`src/hw/rtl/lss_pkg.sv`:
```
`timescale 1ns / 1ps
// ----------------------------------------------------------------------------
// lss_pkg: shared types and constants for the LIFO stack with search
// Command and status codes, and the control/status bundles that pass
// between the controller and the datapath.
// ----------------------------------------------------------------------------
package lss_pkg;

  localparam int DEPTH_DEF = 16;
  localparam int DATA_W    = 32;
  localparam int POS_W     = 5;
  localparam int CMD_W     = 2;
  localparam int STATUS_W  = 2;

  typedef enum logic [CMD_W-1:0] {
    CMD_PUSH   = 2'd0,
    CMD_POP    = 2'd1,
    CMD_SEARCH = 2'd2,
    CMD_VIEW   = 2'd3
  } cmd_t;

  typedef enum logic [STATUS_W-1:0] {
    ST_OK       = 2'd0,
    ST_OVERFLOW = 2'd1,
    ST_EMPTY    = 2'd2,
    ST_NOTFOUND = 2'd3
  } status_t;

  // Commands from the controller to the datapath
  typedef struct packed {
    logic    push;       // store the request word on top
    logic    pop;        // drop the top entry
    logic    scan_init;  // latch the search key, rewind the scan pointer
    logic    issue;      // read the next entry from the top down
    logic    emit;       // load the result register
    status_t emit_status;
    logic    emit_data;  // result data from the read entry, else zero
    logic    emit_pos;   // result position from the read entry, else zero
    logic    emit_last;
  } ctl_t;

  // Status from the datapath to the controller
  typedef struct packed {
    logic empty;
    logic full;
    logic issue_done;  // every stored entry has been read
    logic rd_vld;      // read data holds an entry this cycle
    logic hit;         // read entry equals the search key
    logic rd_last;     // read entry is the bottom of the stack
  } sts_t;

endpackage

```
`src/hw/rtl/lss_ctrl.sv`:
```
`timescale 1ns / 1ps
// ----------------------------------------------------------------------------
// lss_ctrl: command sequencer
// Decodes each request and steps the datapath through push, pop, search
// and view, marking each result with its status and last flag.
// ----------------------------------------------------------------------------
module lss_ctrl (
  input  logic           clk,
  input  logic           rst,
  input  logic           start,
  input  lss_pkg::cmd_t  cmd,
  input  lss_pkg::sts_t  sts,
  output logic           busy,
  output lss_pkg::ctl_t  ctl
);
  import lss_pkg::*;

  typedef enum logic [1:0] {
    S_IDLE = 2'b01,
    S_SCAN = 2'b10
  } state_t;

  state_t state, state_next;
  logic   view_mode, view_mode_next;

  assign busy = (state != S_IDLE);

  always_ff @(posedge clk) begin
    if (rst) begin
      state     <= S_IDLE;
      view_mode <= 1'b0;
    end else begin
      state     <= state_next;
      view_mode <= view_mode_next;
    end
  end

  always_comb begin
    state_next     = state;
    view_mode_next = view_mode;
    ctl            = '0;
    ctl.emit_status = ST_OK;
    unique case (state)
      S_IDLE: begin
        if (start) begin
          unique case (cmd)
            CMD_PUSH: begin
              ctl.emit      = 1'b1;
              ctl.emit_last = 1'b1;
              if (sts.full) begin
                ctl.emit_status = ST_OVERFLOW;
              end else begin
                ctl.push = 1'b1;
              end
            end
            CMD_POP: begin
              ctl.emit      = 1'b1;
              ctl.emit_last = 1'b1;
              if (sts.empty) begin
                ctl.emit_status = ST_EMPTY;
              end else begin
                ctl.pop = 1'b1;
              end
            end
            CMD_SEARCH, CMD_VIEW: begin
              if (sts.empty) begin
                ctl.emit        = 1'b1;
                ctl.emit_last   = 1'b1;
                ctl.emit_status = ST_EMPTY;
              end else begin
                ctl.scan_init  = 1'b1;
                view_mode_next = (cmd == CMD_VIEW);
                state_next     = S_SCAN;
              end
            end
            default: begin
              state_next = S_IDLE;
            end
          endcase
        end
      end
      S_SCAN: begin
        ctl.issue = !sts.issue_done;
        if (sts.rd_vld) begin
          if (view_mode) begin
            ctl.emit      = 1'b1;
            ctl.emit_data = 1'b1;
            ctl.emit_last = sts.rd_last;
            if (sts.rd_last) begin
              state_next = S_IDLE;
            end
          end else if (sts.hit) begin
            ctl.emit      = 1'b1;
            ctl.emit_pos  = 1'b1;
            ctl.emit_last = 1'b1;
            state_next    = S_IDLE;
          end else if (sts.rd_last) begin
            ctl.emit        = 1'b1;
            ctl.emit_last   = 1'b1;
            ctl.emit_status = ST_NOTFOUND;
            state_next      = S_IDLE;
          end
        end
      end
      default: begin
        state_next = S_IDLE;
      end
    endcase
  end

endmodule

```
`src/hw/rtl/lss_dp.sv`:
```
`timescale 1ns / 1ps
// ----------------------------------------------------------------------------
// lss_dp: stack storage and scan datapath
// Entry memory with fill count, a top-down read pointer with registered
// read data, key compare, and the result register.
// ----------------------------------------------------------------------------
module lss_dp #(
  parameter int DEPTH = lss_pkg::DEPTH_DEF
) (
  input  logic                               clk,
  input  logic                               rst,
  input  lss_pkg::ctl_t                      ctl,
  input  logic signed [lss_pkg::DATA_W-1:0]  value,
  output lss_pkg::sts_t                      sts,
  output logic                               strobe,
  output logic [lss_pkg::STATUS_W-1:0]       status,
  output logic signed [lss_pkg::DATA_W-1:0]  data,
  output logic [lss_pkg::POS_W-1:0]          position,
  output logic                               last
);
  import lss_pkg::*;

  localparam int CW = $clog2(DEPTH + 1);
  localparam int AW = (DEPTH > 1) ? $clog2(DEPTH) : 1;
  localparam int PW = (CW + 1 > POS_W) ? CW + 1 : POS_W;

  logic [DATA_W-1:0] mem [DEPTH];

  logic [CW-1:0]     fill;
  logic [CW-1:0]     ptr;
  logic [CW-1:0]     rd_pos;
  logic              rd_vld;
  logic [DATA_W-1:0] rd_data;
  logic [DATA_W-1:0] key;
  logic [CW-1:0]     rd_addr_full;
  logic [PW-1:0]     pos_ext;

  assign rd_addr_full = fill - CW'(1) - ptr;
  assign pos_ext      = PW'(rd_pos) + PW'(1);

  assign sts.empty      = (fill == '0);
  assign sts.full       = (fill == CW'(DEPTH));
  assign sts.issue_done = (ptr == fill);
  assign sts.rd_vld     = rd_vld;
  assign sts.hit        = (rd_data == key);
  assign sts.rd_last    = (rd_pos == fill - CW'(1));

  // Control state
  always_ff @(posedge clk) begin
    if (rst) begin
      fill   <= '0;
      ptr    <= '0;
      rd_vld <= 1'b0;
      strobe <= 1'b0;
    end else begin
      strobe <= ctl.emit;
      rd_vld <= ctl.issue;
      if (ctl.push) begin
        fill <= fill + CW'(1);
      end else if (ctl.pop) begin
        fill <= fill - CW'(1);
      end
      if (ctl.scan_init) begin
        ptr <= '0;
      end else if (ctl.issue) begin
        ptr <= ptr + CW'(1);
      end
    end
  end

  // Entry memory, scan read port and payload registers
  always_ff @(posedge clk) begin
    if (ctl.push) begin
      mem[fill[AW-1:0]] <= value;
    end
    if (ctl.issue) begin
      rd_data <= mem[rd_addr_full[AW-1:0]];
      rd_pos  <= ptr;
    end
    if (ctl.scan_init) begin
      key <= value;
    end
    if (ctl.emit) begin
      status   <= ctl.emit_status;
      data     <= ctl.emit_data ? rd_data : '0;
      position <= ctl.emit_pos ? pos_ext[POS_W-1:0] : '0;
      last     <= ctl.emit_last;
    end
  end

endmodule

```
`src/hw/rtl/lifo_stack_with_search.sv`:
```
`timescale 1ns / 1ps
// ----------------------------------------------------------------------------
// lifo_stack_with_search: bounded LIFO stack of signed words with search
// Push, pop, search from the top, and a top-to-bottom view of all entries.
// ----------------------------------------------------------------------------
// Using the block: a request is taken on a clock edge with start high and
// busy low. Every request gives one or more results, each shown for exactly
// one cycle with strobe high; the receiver cannot stall them, so capture
// every strobe. Push and pop answer in the cycle after the request and keep
// busy low, so they run one per cycle. Search and view walk the entry memory
// from the top, one entry read per cycle through a registered read port,
// and hold busy high until a search hits or misses at the bottom entry, or
// until a view reads the bottom entry; view strobes one result per entry in
// consecutive cycles, top first, with last on the bottom entry. A pop,
// search or view on an empty stack, and a push to a full one, answers with
// an error status and leaves busy low. Status codes: 0 ok, 1 overflow,
// 2 empty or underflow, 3 not found. Position is the 1-based depth of the
// match from the top and is cut to its port width.
// ----------------------------------------------------------------------------
module lifo_stack_with_search #(
  parameter int DEPTH = lss_pkg::DEPTH_DEF
) (
  input  logic                               clk,
  input  logic                               rst,
  input  logic                               start,
  output logic                               busy,
  input  logic [lss_pkg::CMD_W-1:0]          cmd,
  input  logic signed [lss_pkg::DATA_W-1:0]  value,
  output logic                               strobe,
  output logic [lss_pkg::STATUS_W-1:0]       status,
  output logic signed [lss_pkg::DATA_W-1:0]  data,
  output logic [lss_pkg::POS_W-1:0]          position,
  output logic                               last
);
  import lss_pkg::*;

  ctl_t ctl;
  sts_t sts;

  // Sequencer: decode the request, step the scan, tag each result
  lss_ctrl u_ctrl (
    .clk   (clk),
    .rst   (rst),
    .start (start),
    .cmd   (cmd_t'(cmd)),
    .sts   (sts),
    .busy  (busy),
    .ctl   (ctl)
  );

  // Storage, scan read port, compare and result register
  lss_dp #(
    .DEPTH (DEPTH)
  ) u_dp (
    .clk      (clk),
    .rst      (rst),
    .ctl      (ctl),
    .value    (value),
    .sts      (sts),
    .strobe   (strobe),
    .status   (status),
    .data     (data),
    .position (position),
    .last     (last)
  );

endmodule

```
`config.mk`:
```
export PLATFORM = sky130hd
export DESIGN_NAME = lifo_stack_with_search
export DESIGN_NICKNAME = d
export VERILOG_FILES = /design/src/hw/rtl/lss_pkg.sv /design/src/hw/rtl/lss_ctrl.sv /design/src/hw/rtl/lss_dp.sv /design/src/hw/rtl/lifo_stack_with_search.sv
export SDC_FILE = /design/constraint.sdc
export NUM_CORES = 1
export LEC_CHECK = 0
export BUFFER_PORTS_ARGS = -buffer_cell sky130_fd_sc_hd__buf_2
export CAP_MARGIN = 20
export CORE_MARGIN = 8
export CORE_UTILIZATION = 44
export CTS_BUF_LIST = sky130_fd_sc_hd__clkbuf_16
export CTS_CLUSTER_SIZE = 20
export DETAILED_ROUTE_END_ITERATION = 8
export GPL_TIMING_DRIVEN = 0
export PLACE_DENSITY = 0.67
export RECOVER_POWER = 100
export SETUP_SLACK_MARGIN = 0.5
export SLEW_MARGIN = 5
export SYNTH_ARGS = -nofsm -noshare
export SYNTH_HDL_FRONTEND = slang
export SYNTH_SLANG_ARGS = --single-unit
```
`constraint.sdc`:
```
create_clock -name clk -period 9.1 [get_ports clk]
set_input_delay 1.82 -clock clk [delete_from_list [all_inputs] [get_ports clk]]
set_output_delay 1.82 -clock clk [all_outputs]
set_load 0.02 [all_outputs]
```
==> results.yml <==
power:
  peakVddDrop_v: 0.000136
  seqPwrFrac: 0.513
  intPower_mw: 4.92
  power.switching_mw: 1.51
  power_density_nw_per_um2: 231
  clkPwrFrac: 0.379
  p_comb_frac: 0.108
  switching_share: 0.235
  p_leak_nw: 8.67
drt:
  drt_iter0_drc: 1255
  wl_per_cell_um: 25.9
  drc_errors: 0
  detail_route.first_pass.iterations: 8
  routed_via_density: 5.60
  ant_nets: 0
  totalWireLength_um: 56700
  vias: 12200
grt:
  grt.overflow.total: 0
  grt_pass1_vias: 12800
  grt_first_pass_wirelength_um: 83600
  grt_max_degree: 30
  gr-usage-all-layers: 0.179
  antenna_found_initial: 1
synthesis:
  synthFlopType: "edfxtp_1"
  synth_area_um2: 24600
  synth_simple_gate_area_frac: 0.0444
  synth_nets: 1264
  synthAdderAreaFrac: 0.00642
  async_reset_ff_frac: 0
  syn_inst: 1215
  synth.area.top_cells: "edfxtp_1, mux4_2, and2_1"
  synth_top_family_by_area: "multiplexers"
  synth_cell_types: 40
  synth-compound-area-share: 0.0252
  synth_enable_flop_cells: 621
  ys_ff_latch: 636
  synth_mux_area_frac: 0.118
  ys_warn_count: 0
  synth-xor-area-share: 0.0220
  yosysSeqAreaShare: 0.771
  syn_avg_cell_area_um2: 20.2
  yosysTopAreaCellShare: 0.759
  yosys.area.top_type: "edfxtp_1"
clock_tree:
  root_buffer: "clkbuf_16"
  clk_path_buf_depth: 3
  clock_latency_ns: 0.59
  cts_setup_buffers: 0
  cts_tree: "built"
  htreeDepth: 3
  cts_resized: 0
  clkTransAtPathRegs_ns: 0.06
  clock-sinks: 636
  hold_buffers: 0
  cts_made_buffers: 67
final_layout:
  seqCellArea_um2: 18900
  drive_gt1_frac: 0.164
  diodes: 0
  multi_input_area_um2: 5290
  final_cell_mix: "edfxtp_1, clkbuf_1, mux4_2"
  area_growth_pct: 13.3
  fin_area_um2: 27800
  final_common_cell: "edfxtp_1"
  finalNetCount: 1445
  fillers: 4456
timing:
  max_slew_margin: -0.484
  setup_viol: 0
  finClkSkew_ns: 0.0264
  rsz0062_at_grt: "false"
  finalHoldViolations: 0
  fmaxAchievable_mhz: 170
  slew_viol_final: 318
  tns_ns: 0
  fin_crit_ns: 5.87
  fin_crit_sh: 0.645
  worstMarginPinSlew_ns: 2.23
worst_setup_path:
  required_ns: 9.26
  slowest_stage: "nor2_1"
  start_kind: "register"
  crit_chain: "inv_1 -> ha_1 -> clkbuf_1 -> nor3b_1 -> nand3_1 -> a2111oi_0 -> nor4_1 -> nor2_1 -> clkbuf_1"
  rr_worst_depth: 9
  arrival_ns: 6.03
  critPathTopFamily: "simple AND/OR/NAND/NOR gates"
  cp_max_fo: 28
  worstSetupPathType: "reg -> reg"
  crit_path_frequent_cell: "clkbuf_1"
  reg2reg_slack_ns: 3.23
  slowest_delay_ns: 1.30
  endpoint_kind: "register"
  critPathBufInv: 3
  cp.depth: 9
floorplanning:
  num_io_pins: 79
  core_area_um2: 55200
  die_w_um: 252
  die-area_um2: 63700
  num_rows: 86
  die_y_um: 252
  start_util: 0.445
run_status:
  violations: "capacitance limit, slew limit"
  status: "complete, but fails checks"
placed_design:
  post_dp_cell_area_um2: 26500
  portBuffers: 77
  hpwl_um: 37100
  place.gp.congestion: 0.787
job:
  maxCapViolCount: 15
min_path:
  hold_path.class: "reg -> reg"
  holdPathStages: 0
[layer usage]
metal	part of all wire	GRT usage	vias to the layer above	routed length [µm]
li1	-	-	5249	-
met1	0.42	0.244	6460	23900
met2	0.49	0.293	437	27700
met3	0.068	0.0349	94	3840
met4	0.023	0.0488	0	1310
met5	0	0	-	0
[cell type report]
type | count | area share
sequential | 636 | 0.681
inverter | 17 | 0.00229
timing repair buffer | 112 | 0.0153
multi-input combinational | 507 | 0.190
clock buffer | 69 | 0.0620
tap | 748 | 0.0336
clock inverter | 41 | 0.00728
buffer | 55 | 0.00894
[state kept, by name, indices dropped and copies added (netlist names), 2 cells and up]
| name | flops |
|---|---|
| u_dp.mem | 512 |
| u_dp.data | 32 |
| u_dp.key | 32 |
| u_dp.rd_data | 32 |
| u_dp.fill | 5 |
| u_dp.position | 5 |
| u_dp.ptr | 5 |
| u_dp.rd_pos | 5 |
| u_ctrl.state | 2 |
| u_dp.status | 2 |
[stage by stage]
stage,power (mW),std cells,worst slack [ns],util,hold WS (ns)
CTS,6.51,2184,5.04,0.516,0.511
global route,6.64,2185,2.55,0.504,0.534
detailed placement,4.08,2074,5.00,0.481,0.497
global placement,4.06,2040,1.12,0.469,0.487
finish,6.44,2185,3.23,0.504,0.520
floorplan,3.81,1215,4.16,-,0.467
[cell usage after synthesis (all sizes together) (2+ instances only)]
cell type	count
a211oi	33
a21o	3
a21oi	11
a31oi	33
and2	69
and3	4
buf	27
clkbuf	28
dfxtp	15
edfxtp	621
ha	11
inv	17
mux4	128
nand2	75
nand2b	2
nand3	7
nand4	7
nor2	30
nor2b	2
nor3	6
nor3b	2
nor4	9
o21ai	6
or3	2
xnor2	16
xor2	42
[power groups by stage]
stage,sequential (mW),clock (mW),combinational [mW]
finish,3.30,2.44,0.693
floorplan,3.39,0,0.420
global route,3.31,2.59,0.749
global placement,3.36,0,0.694
detailed placement,3.36,0,0.722
CTS,3.30,2.48,0.725
[logic make-up (layout without fill, tap and decap cells)]
group	count (synthesis)	after routing
buffers and inverters	72	294
muxes	129	129
AOI/OAI and AO/OA	91	91
xor gates and xnor gates	58	58
and+or+nand+nor	217	217
DFF	636	636
adders and majority gates	12	12
[worst paths after layout]
| kind | start | end |
|---|---|---|
| min reg2reg | u_dp.ptr[4] | u_dp.rd_pos[4] |
| max | u_dp.fill[0] | u_dp.data[6] |
| max reg2reg | u_dp.fill[0] | u_dp.data[6] |
| min | u_dp.ptr[4] | u_dp.rd_pos[4] |
[worst register-to-register path: cells and delay by family (launching register included)]
family | cells | cell delay, ns
simple gates | 4 | 2.09
fa+ha+maj | 1 | 0.16
compound gates | 1 | 0.97
flops | 1 | 0.41
buf+inv | 3 | 1.81
No activity file was read; power rests on OpenSTA's default activity.
